$ cat src/sv/marp_pkg.sv
// ----------------------------------------------------------------------------
// marp_pkg: shared types and constants of the MIDI arpeggiator
// Note store geometry, event codes, player states and sequencer states.
// ----------------------------------------------------------------------------
package marp_pkg;

    localparam int NOTE_DEPTH = 16;
    localparam int IDX_W      = $clog2(NOTE_DEPTH);
    localparam int CNT_W      = $clog2(NOTE_DEPTH + 1);
    localparam int TICK_W     = 9;
    localparam int CFG_ADDR_W = 3;
    localparam int CFG_DATA_W = 9;
    localparam int TDATA_W    = 24;

    localparam logic [TICK_W-1:0] PPS_RESET   = 9'd24;
    localparam logic [TICK_W-1:0] PHASE_RESET = 9'd12;

    // input kinds
    localparam logic [2:0] KIND_NOTE_ON  = 3'd0;
    localparam logic [2:0] KIND_NOTE_OFF = 3'd1;
    localparam logic [2:0] KIND_PRESSURE = 3'd2;
    localparam logic [2:0] KIND_TICK     = 3'd3;
    localparam logic [2:0] KIND_START    = 3'd4;
    localparam logic [2:0] KIND_STOP     = 3'd5;

    // output event kinds
    localparam logic [1:0] EV_NOTE_ON  = 2'd0;
    localparam logic [1:0] EV_NOTE_OFF = 2'd1;
    localparam logic [1:0] EV_PRESSURE = 2'd2;

    // configuration register indexes
    localparam logic [CFG_ADDR_W-1:0] CFG_ENABLE = 3'd0;
    localparam logic [CFG_ADDR_W-1:0] CFG_DIR    = 3'd1;
    localparam logic [CFG_ADDR_W-1:0] CFG_HOLD   = 3'd2;
    localparam logic [CFG_ADDR_W-1:0] CFG_EXT    = 3'd3;
    localparam logic [CFG_ADDR_W-1:0] CFG_PPS    = 3'd4;

    // direction modes
    localparam logic [1:0] DIR_UP       = 2'd0;
    localparam logic [1:0] DIR_DOWN     = 2'd1;
    localparam logic [1:0] DIR_UPDOWN   = 2'd2;
    localparam logic [1:0] DIR_ASSIGNED = 2'd3;

    typedef struct packed {
        logic [3:0] ch;
        logic [6:0] vel;
        logic [6:0] note;
    } note_entry_t;

    localparam int ENTRY_W = $bits(note_entry_t);

    typedef enum logic [1:0] {
        PL_DISABLED,
        PL_IDLE,
        PL_NOTEON,
        PL_NOTEOFF
    } player_t;

    typedef enum logic [4:0] {
        S_IDLE, S_DECODE, S_BYPASS,
        S_RM_RD, S_RM_CHK, S_SH_RD, S_SH_WR, S_RM_DONE,
        S_HF_RD, S_HF_CHK, S_OFF_SEL,
        S_RP, S_SA_RD, S_SA_EM, S_PSW,
        S_SN, S_SN_LAT, S_SC_RD, S_SC_CHK, S_SC_END, S_SN_EMIT,
        S_RPEND, S_FINISH,
        S_PR_ARD, S_PR_ALAT, S_PR_HRD, S_PR_HCHK
    } seq_state_t;

    typedef struct packed {
        logic        valid;
        logic [1:0]  kind;
        note_entry_t ent;
    } emit_t;

    typedef struct packed {
        logic emit_ready;
        logic pend_valid;
        logic flush_ready;
    } out_status_t;

endpackage

$ cat src/sv/midi_arpeggiator_top.sv
// ----------------------------------------------------------------------------
// midi_arpeggiator_top: MIDI arpeggiator, up / down / up-down / assigned
// Note and held-key stores live in two RAMs; a sequencer scans them.
//
//   Port group  Dir  Payload
//   s_*         in   tuser: kind; tdata: note, velocity, channel
//   m_*         out  tuser: event_kind; tdata: note, velocity, channel; tlast
//   cfg_*       in   write enable, register index, 9-bit data
//
// One item at a time: a player step walks the stored notes once for each
// RAM scan (stop-all, search). Leaving hold runs a nested scan of both
// RAMs, during which no transfer is taken.
// Reset is synchronous; the RAMs are not cleared. A stalled master side
// holds the sequencer at its next result.
// ----------------------------------------------------------------------------
module midi_arpeggiator_top
    import marp_pkg::*;
(
    input  logic                  aclk,
    input  logic                  aresetn,
    input  logic                  s_tvalid,
    output logic                  s_tready,
    input  logic [TDATA_W-1:0]    s_tdata,   // note, velocity, channel
    input  logic [2:0]            s_tuser,   // kind
    output logic                  m_tvalid,
    input  logic                  m_tready,
    output logic [TDATA_W-1:0]    m_tdata,   // out_note, out_velocity, out_channel
    output logic [1:0]            m_tuser,   // event_kind
    output logic                  m_tlast,
    input  logic                  cfg_wr_en,
    input  logic [CFG_ADDR_W-1:0] cfg_addr,
    input  logic [CFG_DATA_W-1:0] cfg_wdata
);

    localparam logic [CNT_W-1:0] FULL = CNT_W'(NOTE_DEPTH);
    localparam logic [CNT_W-1:0] ONE  = CNT_W'(1);

    seq_state_t st_reg, st_next;

    logic             en_reg, hold_reg, ext_reg, prune_pend_reg;
    logic [1:0]       dir_reg;
    logic [TICK_W-1:0] pps_reg, tick_reg, phase_reg;

    logic [2:0]       in_kind_reg;
    note_entry_t      in_ent_reg;

    logic [CNT_W-1:0] arp_count_reg, held_count_reg;
    player_t          player_reg, rp_prev_reg;
    note_entry_t      cur_reg, prev_reg, ent_reg, cand_reg, edge_reg;
    logic             going_down_reg, hold_reset_reg, prev_en_reg;
    logic             started_reg, prev_started_reg;
    logic             np_reg, found_reg, up_reg;
    logic [IDX_W-1:0] step_reg;
    logic [CNT_W-1:0] i_reg, j_reg, k_reg;

    // RAM ports
    logic             a_we, h_we;
    logic [IDX_W-1:0] a_waddr, a_raddr, h_waddr, h_raddr;
    note_entry_t      a_wdata, a_rdata;
    logic [6:0]       h_wdata, h_rdata;

    emit_t            emit;
    logic             flush;
    out_status_t      ost;

    // combinational helpers
    logic             is_off, find_only, emit_rdy;
    logic [TICK_W-1:0] tick_inc;
    logic [CNT_W-1:0] add_base, i_inc;
    logic [CNT_W-1:0] step_inc;
    logic [1:0]       mode_eff;
    logic             cond, better, edge_upd;
    player_t          rp_ps;
    logic             rp_stop;

    assign is_off    = (in_kind_reg == KIND_NOTE_OFF) ||
                       ((in_kind_reg == KIND_NOTE_ON) && (in_ent_reg.vel == 7'd0));
    assign find_only = en_reg && hold_reg;
    assign emit_rdy  = ost.emit_ready;
    assign tick_inc  = tick_reg + TICK_W'(1);
    assign add_base  = (hold_reg && hold_reset_reg) ? '0 : arp_count_reg;
    assign i_inc     = i_reg + ONE;
    assign step_inc  = (CNT_W'(step_reg) + ONE >= arp_count_reg) ? '0
                                                               : CNT_W'(step_reg) + ONE;
    assign mode_eff  = (dir_reg == DIR_UPDOWN) ? (going_down_reg ? DIR_DOWN : DIR_UP)
                                               : dir_reg;
    assign cond      = up_reg ? (a_rdata.note > cur_reg.note) : (a_rdata.note < cur_reg.note);
    assign better    = up_reg ? (a_rdata.note < cand_reg.note) : (a_rdata.note > cand_reg.note);
    assign edge_upd  = up_reg ? (a_rdata.note < edge_reg.note) : (a_rdata.note > edge_reg.note);

    // player transition on a run
    always_comb begin
        rp_ps   = player_reg;
        rp_stop = 1'b0;
        if (prev_en_reg != en_reg) begin
            if (en_reg && !ext_reg) begin
                rp_stop = 1'b1;
                rp_ps   = PL_IDLE;
            end else begin
                rp_ps = PL_DISABLED;
            end
        end else if (en_reg && (prev_started_reg != started_reg)) begin
            if (started_reg) begin
                rp_stop = 1'b1;
                rp_ps   = PL_IDLE;
            end else begin
                rp_ps = PL_DISABLED;
            end
        end
    end

    // next state
    always_comb begin
        st_next = st_reg;
        case (st_reg)
            S_IDLE: begin
                if (prune_pend_reg) st_next = S_PR_ARD;
                else if (s_tvalid) st_next = S_DECODE;
            end
            S_DECODE: begin
                case (in_kind_reg)
                    KIND_PRESSURE: if (emit_rdy) st_next = S_FINISH;
                    KIND_TICK: st_next = (tick_inc >= phase_reg) ? S_RP : S_FINISH;
                    KIND_START, KIND_STOP: st_next = S_RP;
                    KIND_NOTE_ON, KIND_NOTE_OFF: begin
                        if (!en_reg) st_next = S_BYPASS;
                        else if (is_off) st_next = S_HF_RD;
                        else st_next = (player_reg == PL_IDLE) ? S_RP : S_FINISH;
                    end
                    default: st_next = S_FINISH;
                endcase
            end
            S_BYPASS: if (emit_rdy) st_next = is_off ? S_RM_RD : S_FINISH;
            S_RM_RD: st_next = (i_reg >= arp_count_reg) ? S_RM_DONE : S_RM_CHK;
            S_RM_CHK: begin
                if (a_rdata.note == in_ent_reg.note) st_next = find_only ? S_RM_DONE : S_SH_RD;
                else st_next = S_RM_RD;
            end
            S_SH_RD: st_next = (i_inc >= arp_count_reg) ? S_RM_DONE : S_SH_WR;
            S_SH_WR: st_next = S_SH_RD;
            S_RM_DONE: begin
                if (!en_reg) st_next = S_FINISH;
                else if (found_reg || emit_rdy) begin
                    if (!hold_reg && (arp_count_reg == '0)) st_next = S_RP;
                    else st_next = S_FINISH;
                end
            end
            S_HF_RD: st_next = (i_reg >= held_count_reg) ? S_OFF_SEL : S_HF_CHK;
            S_HF_CHK: st_next = S_HF_RD;
            S_OFF_SEL: st_next = S_RM_RD;
            S_RP: st_next = rp_stop ? S_SA_RD : S_PSW;
            S_SA_RD: st_next = (i_reg >= arp_count_reg) ? S_PSW : S_SA_EM;
            S_SA_EM: if (emit_rdy) st_next = S_SA_RD;
            S_PSW: begin
                case (player_reg)
                    PL_DISABLED: begin
                        if (rp_prev_reg != PL_NOTEON || emit_rdy) st_next = S_RPEND;
                    end
                    PL_IDLE, PL_NOTEOFF: st_next = (arp_count_reg != '0) ? S_SN : S_RPEND;
                    PL_NOTEON: if (emit_rdy) st_next = S_RPEND;
                    default: st_next = S_RPEND;
                endcase
            end
            S_SN: begin
                if (arp_count_reg == ONE || mode_eff == DIR_ASSIGNED) st_next = S_SN_LAT;
                else st_next = S_SC_RD;
            end
            S_SN_LAT: st_next = S_SN_EMIT;
            S_SC_RD: st_next = (i_reg >= arp_count_reg) ? S_SC_END : S_SC_CHK;
            S_SC_CHK: st_next = S_SC_RD;
            S_SC_END: st_next = S_SN_EMIT;
            S_SN_EMIT: if (emit_rdy) st_next = S_RPEND;
            S_RPEND: st_next = S_FINISH;
            S_FINISH: if (!ost.pend_valid || ost.flush_ready) st_next = S_IDLE;
            S_PR_ARD: st_next = (i_reg >= arp_count_reg) ? S_IDLE : S_PR_ALAT;
            S_PR_ALAT: st_next = S_PR_HRD;
            S_PR_HRD: st_next = (j_reg >= held_count_reg) ? S_PR_ARD : S_PR_HCHK;
            S_PR_HCHK: st_next = (h_rdata == ent_reg.note) ? S_PR_ARD : S_PR_HRD;
            default: st_next = S_IDLE;
        endcase
    end

    // outputs: RAM controls, results, handshake
    always_comb begin
        s_tready = (st_reg == S_IDLE) && !prune_pend_reg;
        a_we     = 1'b0;
        a_waddr  = add_base[IDX_W-1:0];
        a_wdata  = in_ent_reg;
        a_raddr  = i_reg[IDX_W-1:0];
        h_we     = 1'b0;
        h_waddr  = held_count_reg[IDX_W-1:0];
        h_wdata  = in_ent_reg.note;
        h_raddr  = i_reg[IDX_W-1:0];
        emit     = '0;
        flush    = 1'b0;
        case (st_reg)
            S_DECODE: begin
                if (in_kind_reg == KIND_PRESSURE) begin
                    emit.valid = 1'b1;
                    emit.kind  = EV_PRESSURE;
                    emit.ent   = in_ent_reg;
                end else if ((in_kind_reg == KIND_NOTE_ON || in_kind_reg == KIND_NOTE_OFF)
                             && en_reg && !is_off) begin
                    h_we = held_count_reg < FULL;
                    a_we = add_base < FULL;
                end
            end
            S_BYPASS: begin
                emit.valid = 1'b1;
                emit.kind  = in_kind_reg[1:0];
                emit.ent   = in_ent_reg;
                a_waddr    = arp_count_reg[IDX_W-1:0];
                a_we       = emit_rdy && !is_off && (arp_count_reg < FULL);
            end
            S_SH_RD: a_raddr = i_inc[IDX_W-1:0];
            S_SH_WR: begin
                a_we    = 1'b1;
                a_waddr = i_reg[IDX_W-1:0];
                a_wdata = a_rdata;
            end
            S_RM_DONE: begin
                emit.valid = en_reg && !found_reg;
                emit.kind  = in_kind_reg[1:0];
                emit.ent   = in_ent_reg;
            end
            S_HF_CHK: begin
                h_we    = h_rdata != in_ent_reg.note;
                h_waddr = k_reg[IDX_W-1:0];
                h_wdata = h_rdata;
            end
            S_SA_EM: begin
                emit.valid    = 1'b1;
                emit.kind     = EV_NOTE_OFF;
                emit.ent      = a_rdata;
                emit.ent.vel  = 7'd0;
            end
            S_PSW: begin
                emit.kind    = EV_NOTE_OFF;
                emit.ent     = cur_reg;
                emit.ent.vel = 7'd0;
                emit.valid   = (player_reg == PL_NOTEON) ||
                               (player_reg == PL_DISABLED && rp_prev_reg == PL_NOTEON);
            end
            S_SN: begin
                a_raddr = (arp_count_reg == ONE) ? '0 : step_inc[IDX_W-1:0];
            end
            S_SN_EMIT: begin
                emit.valid = 1'b1;
                emit.kind  = EV_NOTE_ON;
                emit.ent   = cur_reg;
            end
            S_FINISH: flush = 1'b1;
            S_PR_HRD: h_raddr = j_reg[IDX_W-1:0];
            S_PR_HCHK: begin
                h_raddr = j_reg[IDX_W-1:0];
                a_we    = h_rdata == ent_reg.note;
                a_waddr = k_reg[IDX_W-1:0];
                a_wdata = ent_reg;
            end
            default: ;
        endcase
    end

    // datapath registers
    always_ff @(posedge aclk) begin
        if (!aresetn) begin
            st_reg           <= S_IDLE;
            en_reg           <= 1'b0;
            dir_reg          <= DIR_UP;
            hold_reg         <= 1'b0;
            ext_reg          <= 1'b0;
            pps_reg          <= PPS_RESET;
            phase_reg        <= PHASE_RESET;
            tick_reg         <= '0;
            prune_pend_reg   <= 1'b0;
            arp_count_reg    <= '0;
            held_count_reg   <= '0;
            player_reg       <= PL_DISABLED;
            cur_reg          <= '0;
            prev_reg         <= '0;
            going_down_reg   <= 1'b0;
            step_reg         <= '0;
            hold_reset_reg   <= 1'b1;
            prev_en_reg      <= 1'b0;
            started_reg      <= 1'b0;
            prev_started_reg <= 1'b0;
        end else begin
            st_reg <= st_next;
            case (st_reg)
                S_IDLE: begin
                    i_reg <= '0;
                    k_reg <= '0;
                    if (s_tvalid && s_tready) begin
                        in_kind_reg <= s_tuser;
                        in_ent_reg  <= s_tdata[ENTRY_W-1:0];
                    end
                end
                S_DECODE: begin
                    np_reg <= 1'b1;
                    case (in_kind_reg)
                        KIND_TICK: tick_reg <= tick_inc;
                        KIND_START, KIND_STOP: begin
                            started_reg      <= in_kind_reg == KIND_START;
                            prev_started_reg <= in_kind_reg != KIND_START;
                        end
                        KIND_NOTE_ON, KIND_NOTE_OFF: begin
                            found_reg <= 1'b0;
                            if (en_reg && !is_off) begin
                                if (held_count_reg < FULL) held_count_reg <= held_count_reg + ONE;
                                arp_count_reg  <= (add_base < FULL) ? add_base + ONE : add_base;
                                hold_reset_reg <= 1'b0;
                            end
                        end
                        default: ;
                    endcase
                end
                S_BYPASS: begin
                    if (emit_rdy && !is_off && arp_count_reg < FULL) begin
                        arp_count_reg <= arp_count_reg + ONE;
                    end
                end
                S_RM_CHK: begin
                    if (a_rdata.note == in_ent_reg.note) found_reg <= 1'b1;
                    else i_reg <= i_inc;
                end
                S_SH_RD: begin
                    if (i_inc >= arp_count_reg) arp_count_reg <= arp_count_reg - ONE;
                end
                S_SH_WR: i_reg <= i_inc;
                S_RM_DONE: np_reg <= 1'b0;
                S_HF_RD: begin
                    if (i_reg >= held_count_reg) begin
                        held_count_reg <= k_reg;
                        hold_reset_reg <= k_reg == '0;
                    end
                end
                S_HF_CHK: begin
                    if (h_rdata != in_ent_reg.note) k_reg <= k_reg + ONE;
                    i_reg <= i_inc;
                end
                S_OFF_SEL: i_reg <= '0;
                S_RP: begin
                    i_reg       <= '0;
                    rp_prev_reg <= player_reg;
                    player_reg  <= rp_ps;
                    if (prev_en_reg != en_reg) begin
                        prev_en_reg <= en_reg;
                        if (en_reg && !ext_reg) begin
                            started_reg      <= 1'b1;
                            prev_started_reg <= 1'b1;
                        end else begin
                            prev_started_reg <= 1'b0;
                        end
                    end else if (en_reg && (prev_started_reg != started_reg)) begin
                        prev_started_reg <= started_reg;
                    end
                end
                S_SA_EM: if (emit_rdy) i_reg <= i_inc;
                S_PSW: begin
                    case (player_reg)
                        PL_DISABLED: begin
                            if (rp_prev_reg != PL_DISABLED &&
                                (rp_prev_reg != PL_NOTEON || emit_rdy)) begin
                                arp_count_reg  <= '0;
                                held_count_reg <= '0;
                            end
                        end
                        PL_IDLE: begin
                            if (arp_count_reg != '0) begin
                                going_down_reg <= 1'b0;
                                player_reg     <= PL_NOTEON;
                            end
                        end
                        PL_NOTEON: begin
                            if (emit_rdy) begin
                                player_reg <= (arp_count_reg != '0) ? PL_NOTEOFF : PL_IDLE;
                            end
                        end
                        PL_NOTEOFF: begin
                            player_reg <= (arp_count_reg != '0) ? PL_NOTEON : PL_IDLE;
                        end
                        default: ;
                    endcase
                end
                S_SN: begin
                    i_reg     <= '0;
                    found_reg <= 1'b0;
                    up_reg    <= mode_eff == DIR_UP;
                    if (arp_count_reg != ONE && mode_eff == DIR_ASSIGNED) begin
                        step_reg <= step_inc[IDX_W-1:0];
                    end
                end
                S_SN_LAT: cur_reg <= a_rdata;
                S_SC_CHK: begin
                    if (i_reg == '0 || edge_upd) edge_reg <= a_rdata;
                    if (cond && (!found_reg || better)) begin
                        cand_reg  <= a_rdata;
                        found_reg <= 1'b1;
                    end
                    i_reg <= i_inc;
                end
                S_SC_END: begin
                    if (found_reg) begin
                        prev_reg <= cur_reg;
                        cur_reg  <= cand_reg;
                    end else if (dir_reg != DIR_UPDOWN) begin
                        cur_reg <= edge_reg;
                    end else begin
                        // turnaround: replay the previous note
                        going_down_reg <= up_reg;
                        cur_reg        <= prev_reg;
                        prev_reg       <= cur_reg;
                    end
                end
                S_RPEND: begin
                    if (np_reg) begin
                        phase_reg <= pps_reg - phase_reg;
                        tick_reg  <= '0;
                    end
                end
                S_PR_ARD: begin
                    if (i_reg >= arp_count_reg) begin
                        arp_count_reg  <= k_reg;
                        prune_pend_reg <= 1'b0;
                    end
                end
                S_PR_ALAT: begin
                    ent_reg <= a_rdata;
                    j_reg   <= '0;
                end
                S_PR_HRD: if (j_reg >= held_count_reg) i_reg <= i_inc;
                S_PR_HCHK: begin
                    if (h_rdata == ent_reg.note) begin
                        k_reg <= k_reg + ONE;
                        i_reg <= i_inc;
                    end else begin
                        j_reg <= j_reg + ONE;
                    end
                end
                default: ;
            endcase

            if (cfg_wr_en) begin
                case (cfg_addr)
                    CFG_ENABLE: en_reg <= cfg_wdata[0];
                    CFG_DIR:    dir_reg <= cfg_wdata[1:0];
                    CFG_HOLD: begin
                        // leaving hold: prune unheld notes before the next transfer
                        if (hold_reg && !cfg_wdata[0]) prune_pend_reg <= 1'b1;
                        hold_reg <= cfg_wdata[0];
                    end
                    CFG_EXT:    ext_reg <= cfg_wdata[0];
                    CFG_PPS: begin
                        pps_reg   <= cfg_wdata;
                        phase_reg <= cfg_wdata >> 1;
                    end
                    default: ;
                endcase
            end
        end
    end

    marp_ram #(
        .WIDTH (ENTRY_W),
        .DEPTH (NOTE_DEPTH)
    ) u_arp_ram (
        .aclk  (aclk),
        .we    (a_we),
        .waddr (a_waddr),
        .wdata (a_wdata),
        .raddr (a_raddr),
        .rdata (a_rdata)
    );

    marp_ram #(
        .WIDTH (7),
        .DEPTH (NOTE_DEPTH)
    ) u_held_ram (
        .aclk  (aclk),
        .we    (h_we),
        .waddr (h_waddr),
        .wdata (h_wdata),
        .raddr (h_raddr),
        .rdata (h_rdata)
    );

    marp_out u_out (
        .aclk     (aclk),
        .aresetn  (aresetn),
        .emit_i   (emit),
        .flush_i  (flush),
        .status_o (ost),
        .m_tvalid (m_tvalid),
        .m_tready (m_tready),
        .m_tdata  (m_tdata),
        .m_tuser  (m_tuser),
        .m_tlast  (m_tlast)
    );

endmodule

$ cat src/sv/marp_ram.sv
// ----------------------------------------------------------------------------
// marp_ram: generic simple dual-port RAM
// One write port, one read port, read data registered.
// ----------------------------------------------------------------------------
module marp_ram #(
    parameter int WIDTH = 8,
    parameter int DEPTH = 16
) (
    input  logic                     aclk,
    input  logic                     we,
    input  logic [$clog2(DEPTH)-1:0] waddr,
    input  logic [WIDTH-1:0]         wdata,
    input  logic [$clog2(DEPTH)-1:0] raddr,
    output logic [WIDTH-1:0]         rdata
);

    logic [WIDTH-1:0] mem [DEPTH];

    always_ff @(posedge aclk) begin
        if (we) begin
            mem[waddr] <= wdata;
        end
        rdata <= mem[raddr];
    end

endmodule

$ cat src/sv/marp_out.sv
// ----------------------------------------------------------------------------
// marp_out: result staging and output register
// Holds one result back until the next one, or the end of the item, shows
// whether it is the last; then moves it to the master-side register.
// ----------------------------------------------------------------------------
module marp_out
    import marp_pkg::*;
(
    input  logic                aclk,
    input  logic                aresetn,
    input  emit_t               emit_i,
    input  logic                flush_i,
    output out_status_t         status_o,
    output logic                m_tvalid,
    input  logic                m_tready,
    output logic [TDATA_W-1:0]  m_tdata,   // out_note, out_velocity, out_channel
    output logic [1:0]          m_tuser,   // event_kind
    output logic                m_tlast
);

    localparam int PAD_W = TDATA_W - ENTRY_W;

    logic        pend_valid_reg;
    logic [1:0]  pend_kind_reg;
    note_entry_t pend_ent_reg;
    logic        out_valid_reg;
    logic [1:0]  out_kind_reg;
    note_entry_t out_ent_reg;
    logic        out_last_reg;
    logic        out_free;

    assign out_free             = !out_valid_reg || m_tready;
    assign status_o.emit_ready  = !pend_valid_reg || out_free;
    assign status_o.pend_valid  = pend_valid_reg;
    assign status_o.flush_ready = out_free;

    always_ff @(posedge aclk) begin
        if (!aresetn) begin
            pend_valid_reg <= 1'b0;
            out_valid_reg  <= 1'b0;
        end else begin
            if (out_valid_reg && m_tready) begin
                out_valid_reg <= 1'b0;
            end
            if (emit_i.valid && status_o.emit_ready) begin
                if (pend_valid_reg) begin
                    out_valid_reg <= 1'b1;
                    out_kind_reg  <= pend_kind_reg;
                    out_ent_reg   <= pend_ent_reg;
                    out_last_reg  <= 1'b0;
                end
                pend_valid_reg <= 1'b1;
                pend_kind_reg  <= emit_i.kind;
                pend_ent_reg   <= emit_i.ent;
            end else if (flush_i && pend_valid_reg && out_free) begin
                // end of item: the held result is the last one
                out_valid_reg  <= 1'b1;
                out_kind_reg   <= pend_kind_reg;
                out_ent_reg    <= pend_ent_reg;
                out_last_reg   <= 1'b1;
                pend_valid_reg <= 1'b0;
            end
        end
    end

    assign m_tvalid = out_valid_reg;
    assign m_tdata  = {{PAD_W{1'b0}}, out_ent_reg};
    assign m_tuser  = out_kind_reg;
    assign m_tlast  = out_last_reg;

endmodule

$ cat config.mk
export PLATFORM = sky130hd
export DESIGN_NAME = midi_arpeggiator_top
export DESIGN_NICKNAME = d
export VERILOG_FILES = /design/src/sv/marp_pkg.sv /design/src/sv/midi_arpeggiator_top.sv /design/src/sv/marp_ram.sv /design/src/sv/marp_out.sv
export SDC_FILE = /design/constraint.sdc
export NUM_CORES = 1
export LEC_CHECK = 0
export BUFFER_PORTS_ARGS = -buffer_cell sky130_fd_sc_hd__buf_2
export CAP_MARGIN = 20
export CORE_MARGIN = 1
export CORE_UTILIZATION = 57
export CTS_CLUSTER_SIZE = 10
export DETAILED_ROUTE_END_ITERATION = 10
export PLACE_DENSITY = 0.77
export SLEW_MARGIN = 20
export SYNTH_ARGS = -nofsm -noshare
export SYNTH_HDL_FRONTEND = slang
export SYNTH_SLANG_ARGS = --single-unit
$ cat constraint.sdc
create_clock -name aclk -period 4.9 [get_ports aclk]
set_input_delay 0.245 -clock aclk [delete_from_list [all_inputs] [get_ports aclk]]
set_output_delay 0.245 -clock aclk [all_outputs]
set_load 0.02 [all_outputs]
# == Word level (Yosys, flattened, before mapping) ==
# Memory sizes are Yosys's and may differ from the RTL's. A register that Yosys moved wholly into a read port is not among the register bits.
# Cells that the tools add are included.
# op_classes
n_lt_le_gt_ge,15
n_addsub,10
n_mux,151
eq_ne,89
n_reduce_logical,103
# ops
op,n
5-bit 2-to-1 mux,38
5-bit one-hot mux with 26 select lines,1
18-bit 2-to-1 mux,7
21-bit one-hot mux with 6 select lines,1
18-bit one-hot mux with 2 select lines,2
"2-bit inequality test, second input constant",29
"5-bit == test, second input constant",11
9-bit 2-to-1 mux,6
1-bit 2-to-1 mux,52
5-bit one-hot mux with 3 select lines,3
"5-bit by 4-bit == test with 1-bit output, second input constant",8
"5-bit by 1-bit adder with 5-bit output, second input constant",6
2-bit 2-to-1 mux,15
5-bit one-hot mux with 6 select lines,1
2-bit AND reduction,13
5-bit greater-or-equal comparator,5
5-bit one-hot mux with 5 select lines,1
4-bit 2-to-1 mux,6
"3-bit inequality test, second input constant",8
1-bit logical AND,23
7-bit greater-than comparator,3
7-bit < comparator,3
21-bit 2-to-1 mux,1
3-bit AND reduction,7
50 further kinds,118
# word_totals
register_bits,233
mem_bits_rw,400
mem_count,2
word_cells,425
# memory_table
name,depth,word_bits,rd,rd_ports_with_merged_regs,wr,line,source
u_arp_ram.mem,16,18,1,1,1,marp_ram.sv:17,logic [WIDTH-1:0] mem [DEPTH];
u_held_ram.mem,16,7,1,1,1,marp_ram.sv:17,

# == Longest topological paths before layout ==
# Gate-level depths: netlist (run 1).
# logic_depth
depth_word,10
depth_mapped,12
depth_no_buf,12

# == By module ==
# Synthesis (run 1) repeated with hierarchy kept, for this count alone.
# hier_totals
cells_unflattened,2127
hier_area_um2,29218.0
# modules_own_cells
mod,cells_per_inst,seq_area_each_um2,n_inst,area_each_um2
midi_arpeggiator_top,1379,4754.6,1,11969.0
marp_ram at u_arp_ram,482,9008.6,1,11323.4
marp_ram at u_held_ram,203,3503.4,1,4530.6
marp_out,63,1271.2,1,1395.1

# == Least setup slack after synthesis (run 1) ==
# No wires, ideal clock.
# synth_timing
path_kind,reg-to-reg
start,"register u_arp_ram.rdata[4], read port of u_arp_ram.mem"
end,"register cand_reg[0] (netlist name), enable pin"
required_ns,4.408
stages_incl_launch_ff,7
n_path_buf,0
setup_ns,0.492
path_slack_ns,-0.222
arrival_time_ns,4.629
cell_sequence,dfxtp_1 -> ha_1 -> a21o_1 -> a21o_1 -> a211oi_1 -> mux2_2 -> a2111oi_0
# synth_between
elab_chain_len,5
# synth_lines
item,line,source
"start, declared",marp_ram.sv:14,output logic [WIDTH-1:0] rdata
7-bit greater-than comparator / 7-bit < comparator (equally long branches),midi_arpeggiator_top.sv:88,assign better = up_reg ? (a_rdata.note < cand_reg.note) : (a_rdata.note > cand_reg.note);
1-bit 2-to-1 mux,midi_arpeggiator_top.sv:88,
1-bit logical OR,midi_arpeggiator_top.sv:396,if (cond && (!found_reg || better)) begin
1-bit logical AND (*),midi_arpeggiator_top.sv:396,
3-bit AND reduction (no source line) (*),n/a,
"end signal, assigned",midi_arpeggiator_top.sv:397,cand_reg <= a_rdata;
"end, declared",midi_arpeggiator_top.sv:49,"note_entry_t cur_reg, prev_reg, ent_reg, cand_reg, edge_reg;"
# Mark *: on every way between the ends. The rest lies on a longest branch, timed or not.
# A chain may end at the register's enable or synchronous reset.

# == Worst setup path after layout (run 1) ==
# layout_timing
start,register step_reg[2]
end,"register u_arp_ram.rdata[4], read port of u_arp_ram.mem"
# layout_between
elab_chain_len,5
# layout_lines
item,line,source
"start, declared",midi_arpeggiator_top.sv:53,logic [IDX_W-1:0] step_reg;
"start signal, assigned",midi_arpeggiator_top.sv:390,step_reg <= step_inc[IDX_W-1:0];
4-bit by 1-bit adder with 5-bit output (*),midi_arpeggiator_top.sv:84,: CNT_W'(step_reg) + ONE;
5-bit greater-or-equal comparator,midi_arpeggiator_top.sv:83,assign step_inc = (CNT_W'(step_reg) + ONE >= arp_count_reg) ? '0
4-bit 2-to-1 mux (*),midi_arpeggiator_top.sv:83,
4-bit 2-to-1 mux (*),midi_arpeggiator_top.sv:245,a_raddr = (arp_count_reg == ONE) ? '0 : step_inc[IDX_W-1:0];
4-bit one-hot mux with 2 select lines (*),midi_arpeggiator_top.sv:196,case (st_reg)
# Marked as above.

==> impl_metrics.ini, run 1 <==
[synth]
ys.flop_type = edfxtp_1
synth_edf_count = 536
yosysSeqAreaShare_pct = 62.7
synthMuxAreaShare_pct = 9.97
synth_cell_types = 84
async_flop_share_pct = 0
synth_xor_xnor_area_share_pct = 1.51
synth_area_um2 = 29600
yosys_warnings = 0
synth_top_family_by_area = multiplexers
synth-simple-area-share_pct = 9.73
synth-compound-area-share_pct = 9.90
syn_area_per_cell_um2 = 12.8
synthCells = 2308
synth_seq_cells = 658
synthAdderAreaFrac_pct = 3.45

[clock_tree]
cts_resized = 0
clk_latency_ns = 0.63
cts_tree = yes
cts_root_buffer = clkbuf_16
cts.clk_slew.worst_paths_ns = 0.05
cts_htree_levels = 3
cts-buffers-inserted = 78
cts_sinks = 658
clock_path_buffers = 3

[worst_setup_path]
worst_setup_path_end_kind = flop
crit_type = flop to flop
critPathMaxFanout = 21
max_stage_delay_ns = 0.55
critPathLaunchType = flop
critPathArrivalTime_ns = 4.44
r2r_slack_ns = 0.95
cp.required_ns = 5.39
crit_path_cell_trace = nand3_1 > xnor2_1 > ha_1 > a21oi_1 > o21ai_0 > a21oi_2 > a31oi_4 > buf_4 > nand3_2 > o22ai_1 > or4_1
cp_slowest_cell = or4_1

[layout]
regArea_um2 = 18500
synthToLayoutAreaGrowth_pct = 13.2
largest-register = u_arp_ram.mem
nNetsFinal = 2544
drive_above_1_share_pct = 11.1
multi_input_area_um2 = 10400
largest_reg_flops = 288
fill_cells = 3672
reg.largest.list = u_arp_ram.mem (288), u_held_ram.mem (112)

[sta]
worst_slew_pin_slew_ns = 1.19
fmax_ghz = 0.253
slew_headroom_pct = 20.0
fin_worst_skew_ns = 0.0240
finalSetupViolCount = 0
drv_slew = 0
hold_slack_ns = 0.0366
tns_ns = 0
finalHoldViolations = 0
period_minus_slack_ns = 3.95
rsz0062_at_grt = false
fin_crit_sh_pct = 80.6

[floorplanning]
initial_utilization_pct = 57.7
coreArea_um2 = 51300
ioPinCount = 73
die_x_um = 230
rows = 83
die_h_um = 230
die_area_um2 = 52800

[run_status]
status = completed

[detailed_routing]
firstDrtPassIters = 9
dr_total_vias = 20000
drt_wl_total_mm = 75.1
ant_nets = 0
drcViolationCount = 0
viasPerCell = 6.32
drt-initial-drc-count = 2370
wl_per_cell_um = 23.8

[min_path]
worst_hold_path_type = primary input to flop

[grt]
grt_max_degree = 73
grt_usage_pct = 28.6
first_global_vias = 19600
antenna_found_initial = 1
grt_first_pass_wirelength_mm = 114
grt_overflow = 0

[job]
drv_cap = 0

[power_and_ir_drop]
powerDensity_nw_per_um2 = 539
leakage_nw = 12.4
vdd_drop_max_uv = 485

[placed_design]
routabilityCongestion = 0.948
io_buffers = 60
place_hpwl_mm = 48.1
## cells by family after synthesis
kind of cell / after synthesis
and+or+nand+nor: 584
other: 1
muxes: 294
xor gates and xnor gates: 51
DFF: 658
buffers and inverters: 192
adders and majority gates: 81
AOI/OAI and AO/OA: 447
## power breakdown
part           total, mW  internal (mW)  switching [mW]
Combinational       5.30           2.07            3.23
Sequential          7.40           6.74           0.661
Clock               5.34           3.14            2.20
## worst max-delay path, delay by kind of cell, from the launching register on
| kind | cells | cell delay [ns] |
|---|---|---|
| XOR/XNOR | 1 | 0.44 |
| buffers and inverters | 1 | 0.30 |
| AO/OA/AOI/OAI | 5 | 1.19 |
| flip-flops | 1 | 0.38 |
| adder cells (fa/ha/maj) | 1 | 0.35 |
| AND/OR/NAND/NOR | 3 | 1.17 |
## Yosys cell counts, types with 6 or more instances
cell type / number / share of area, %
a211oi_1: 26 / 0.66
a21o_1: 11 / 0.28
a21oi_1: 91 / 1.5
a222oi_1: 15 / 0.51
a22o_1: 8 / 0.24
a22oi_1: 21 / 0.53
a311oi_1: 9 / 0.27
a31oi_1: 15 / 0.32
and2_1: 10 / 0.21
and3_1: 16 / 0.34
buf_1: 10 / 0.13
buf_2: 38 / 0.64
buf_4: 11 / 0.28
clkbuf_1: 62 / 0.79
dfxtp_1: 122 / 8.3
edfxtp_1: 536 / 54
ha_1: 80 / 3.4
inv_1: 70 / 0.89
mux2i_1: 290 / 9.8
nand2_1: 199 / 2.5
nand2b_1: 17 / 0.36
nand3_1: 45 / 0.76
nand3b_1: 6 / 0.15
nor2_1: 141 / 1.8
nor2b_1: 18 / 0.38
nor3_1: 35 / 0.59
nor3b_1: 14 / 0.36
o211ai_1: 12 / 0.30
o21a_1: 9 / 0.23
o21ai_0: 90 / 1.5
o22ai_1: 75 / 1.6
o31ai_1: 9 / 0.23
or2_2: 9 / 0.19
or3_1: 13 / 0.27
or4_1: 18 / 0.46
xnor2_1: 32 / 0.95
xor2_1: 19 / 0.56
## per-layer routing
| layer | vias to the layer above | global-route usage, % | share of wire (%) |
|---|---|---|---|
| li1 | 8996 | - | - |
| met1 | 9863 | 38.1 | 40 |
| met2 | 916 | 46.9 | 48 |
| met3 | 195 | 4.65 | 7.6 |
| met4 | 2 | 11.4 | 3.6 |
| met5 | - | 0 | 0.017 |
## through the flow
stage	setup WS [ns]	cells	util [%]	instance area [um2]	power [mW]
final	0.951	3160	65.3	33500	18.0
after global routing	0.728	3159	65.3	33500	18.8
after CTS	0.939	3159	65.2	33500	18.0
after detailed placement	0.972	2988	60.0	30800	12.7
after global placement	1.17	2988	60.0	30800	12.4
after floorplan	0.637	2313	-	29600	11.0
## path summary, 6_finish.rpt
path | depth (start not counted) | endpoint | startpoint
worst max-delay path | 11 | u_arp_ram.rdata[4] | step_reg[2]
worst min-delay path | 4 | ext_reg | cfg_wr_en
worst max register to register | 11 | u_arp_ram.rdata[4] | step_reg[2]
worst min register to register | 0 | u_out.m_tdata[4] | u_out.pend_ent_reg[4]
## cell usage in the layout (no fill, tap or decap), drive strengths merged, types with 16 or more instances in the layout
cell type,Yosys,final
a22oi,21,21
mux2i,290,290
nor2,141,141
buf,60,117
or4,18,18
edfxtp,536,536
nand2b,17,17
inv,70,75
nand2,200,200
o22ai,75,75
a31oi,16,16
nor3,37,37
xor2,19,19
o21ai,94,94
and3,16,16
ha,80,80
nor2b,18,18
a211oi,27,27
dlygate4sd3,0,31
clkbuf,62,130
nand3,49,49
xnor2,32,32
dfxtp,122,122
a21oi,92,92
## repair_timing
item                                   in CTS  in global routing
endpoints found under the hold margin      44                  0
hold buffers                               31                  0
setup buffers                               0                  0
## cell type report
cell class	instances	area share, %
sequential	658	55.4
multi-input combinational	1463	31.1
clock buffer	130	6.60
timing repair buffer	148	3.21
tap	680	2.54
inverter	70	0.785
clock inverter	10	0.422
antenna	1	0.00747
Power figures use the tool's default switching activity.
==> inputs of run 2 (changes only) <==
--- a/config.mk
+++ b/config.mk
@@ -5,10 +5,11 @@
 export SDC_FILE = /design/constraint.sdc
 export NUM_CORES = 1
 export LEC_CHECK = 0
+export ABC_AREA = 1
 export BUFFER_PORTS_ARGS = -buffer_cell sky130_fd_sc_hd__buf_2
 export CAP_MARGIN = 20
 export CORE_MARGIN = 1
-export CORE_UTILIZATION = 57
+export CORE_UTILIZATION = 60
 export CTS_CLUSTER_SIZE = 10
 export DETAILED_ROUTE_END_ITERATION = 10
 export PLACE_DENSITY = 0.77
==> constraint.sdc (replaced) <==
create_clock -name aclk -period 3.8 [get_ports aclk]
set_input_delay 0.19 -clock aclk [delete_from_list [all_inputs] [get_ports aclk]]
set_output_delay 0.19 -clock aclk [all_outputs]
set_load 0.02 [all_outputs]
==> impl_metrics.ini, run 2 <==
[clock_tree]
clock_path_buffers = 3
cts-buffers-inserted = 77
cts_tree = yes
clk_latency_ns = 0.64
cts_htree_levels = 3
cts_sinks = 658
cts_root_buffer = clkbuf_16
cts.clk_slew.worst_paths_ns = 0.06

[synth]
yosysMostFrequentCell = nand2_1
synthCells = 3198
yosys_warnings = 0
yosysSeqAreaShare_pct = 59.9
synth_common_cells = nand2_1 (705), edfxtp_1 (536), nand3_1 (435)
syn_area_per_cell_um2 = 9.68
synth_area_um2 = 31000
synth_edf_count = 536
yosysTopAreaCellShare_pct = 52.0
synth_seq_cells = 658
ys_top_cells_by_area = edfxtp_1 (52%), nand2_1 (8.5%), dfxtp_1 (7.9%)
async_flop_share_pct = 0
ys.flop_type = edfxtp_1
synth_top_cell_by_area = edfxtp_1
synth_cell_types = 48

[layout]
fin_util_pct = 69.5
drive_above_1_share_pct = 8.37
final_common_cell = nand2_1
reg.largest.list = u_arp_ram.mem (288), u_held_ram.mem (112)
nNetsFinal = 3459
fill_cells = 3603
synthToLayoutAreaGrowth_pct = 13.4
multi_input_area_um2 = 10400
largest-register = u_arp_ram.mem
diodes = 0
regArea_um2 = 18500
largest_reg_flops = 288
final_cell_mix = nand2_1 (704), edfxtp_1 (536), nand3_1 (435)

[sta]
finalWorstSetupSlack_ns = 0.309
drv_slew = 0
finalHoldViolations = 0
fmax_ghz = 0.286
fin_worst_skew_ns = 0.0312
hold_slack_ns = 0.283
rsz0062_at_grt = false
finalSetupViolCount = 0
slew_headroom_pct = 30.0
period_minus_slack_ns = 3.49
fin_crit_sh_pct = 91.9
tns_ns = 0
worst_slew_pin_slew_ns = 1.05

[power_and_ir_drop]
vdd_drop_max_uv = 592
leakage_nw = 14.4
powerDensity_nw_per_um2 = 687
power_mw = 24.1

[worst_setup_path]
cp.required_ns = 4.05
r2r_slack_ns = 0.31
critPathArrivalTime_ns = 3.74
worst_setup_path_end_kind = flop
rr_endpoint = u_arp_ram.mem[7][6]
worst_r2r_path_depth = 11
crit_type = flop to flop
rr_startpoint = st_reg[3]
critPathLaunchType = flop
critPathMaxFanout = 18

[grt]
antenna_found_initial = 0
grt_max_degree = 145
grt_usage_pct = 32.0
first_global_vias = 24000
grt_first_pass_wirelength_mm = 131
grt_overflow = 0

[floorplanning]
coreArea_um2 = 50500
die_x_um = 229
initial_utilization_pct = 61.3
ioPinCount = 73
rows = 82
die_area_um2 = 52500
die_h_um = 229

[placed_design]
place_hpwl_mm = 53.9
place_ws_ns = 0.483
routabilityCongestion = 0.938
io_buffers = 60

[detailed_routing]
wl_per_cell_um = 20.6
dr_total_vias = 24400
firstDrtPassIters = 9
viasPerCell = 5.99
drt_wl_total_mm = 83.5
drt-initial-drc-count = 2898
ant_nets = 0
drcViolationCount = 0

[min_path]
hold_depth = 2
worstHoldStart = s_tdata[17]
min_to = in_ent_reg[17]
worst_hold_path_type = primary input to flop

[run_status]
status = completed

[job]
drv_cap = 0
==> run 2: layout make-up <==
cell class,instances,share of cell area (%)
sequential,658,52.8
multi-input combinational,2012,29.7
clock buffer,127,6.11
inverter,395,4.23
timing repair buffer,190,4.15
tap,672,2.40
clock inverter,10,0.574
==> run 2: power by group <==
part | total (mW) | internal (mW) | switching (mW)
logic | 7.78 | 2.40 | 5.38
clock network | 6.94 | 4.03 | 2.92
registers | 9.39 | 8.70 | 0.692
total | 24.1 | 15.1 | 8.99
==> run 2: how the worst max path moves through the flow <==
stage	start	end	slack (ns)
final	st_reg[3]	u_arp_ram.mem[7][6]	0.31
after detailed placement	st_reg[3]	u_arp_ram.mem[10][7]	0.48
after global routing	st_reg[3]	u_arp_ram.mem[7][6]	0.09
after global placement	step_reg[0]	u_arp_ram.rdata[14]	0.32
after floorplan	u_arp_ram.rdata[2]	cand_reg[0]	0.81
after CTS	step_reg[0]	u_arp_ram.rdata[1]	0.43
==> run 2: through the flow <==
stage                     cell area (um2)  cells
after floorplan                     31000   3203
after global placement              32300   3882
after detailed placement            32300   3883
after CTS                           35100   4064
after global routing                35100   4064
final                               35100   4064
==> run 2: routing by layer <==
metal | part of all wire (%) | wire (um) | global-route usage (%)
met2 | 49 | 40500 | 52.5
met3 | 8.5 | 7140 | 5.55
met4 | 4.6 | 3860 | 15.2
met1 | 38 | 32000 | 41.5
met5 | 0 | 0 | 0
==> run 2: worst max-delay path, stage by stage (launching register included) <==
cell and delay (ns):
dfxtp_1 0.40, inv_2 0.06, nor2_1 0.24, nand2_1 0.17, nor2_2 0.34, inv_2 0.19, o22ai_1 0.14, a21oi_1 0.07
o21ai_0 0.21, nand2_1 0.31, buf_4 0.23, nor2_2 0.75
==> run 2: timing repair <==
item                                   CTS  global route
endpoints found under the hold margin   45             0
hold buffers                            44             0
buffers inserted                         0             0
resized for setup                        0             0
==> run 2: logic make-up (layout without fill, tap and decap cells) <==
logic type	count (synthesis)	count (layout)	synth area share, %
simple gates	1466	1466	20.9
fa+ha+maj	81	81	3.30
flops	658	658	59.9
other cells	1	6	0.0121
xor+xnor	46	46	1.30
buf+inv	533	722	6.80
compound gates	413	413	7.83
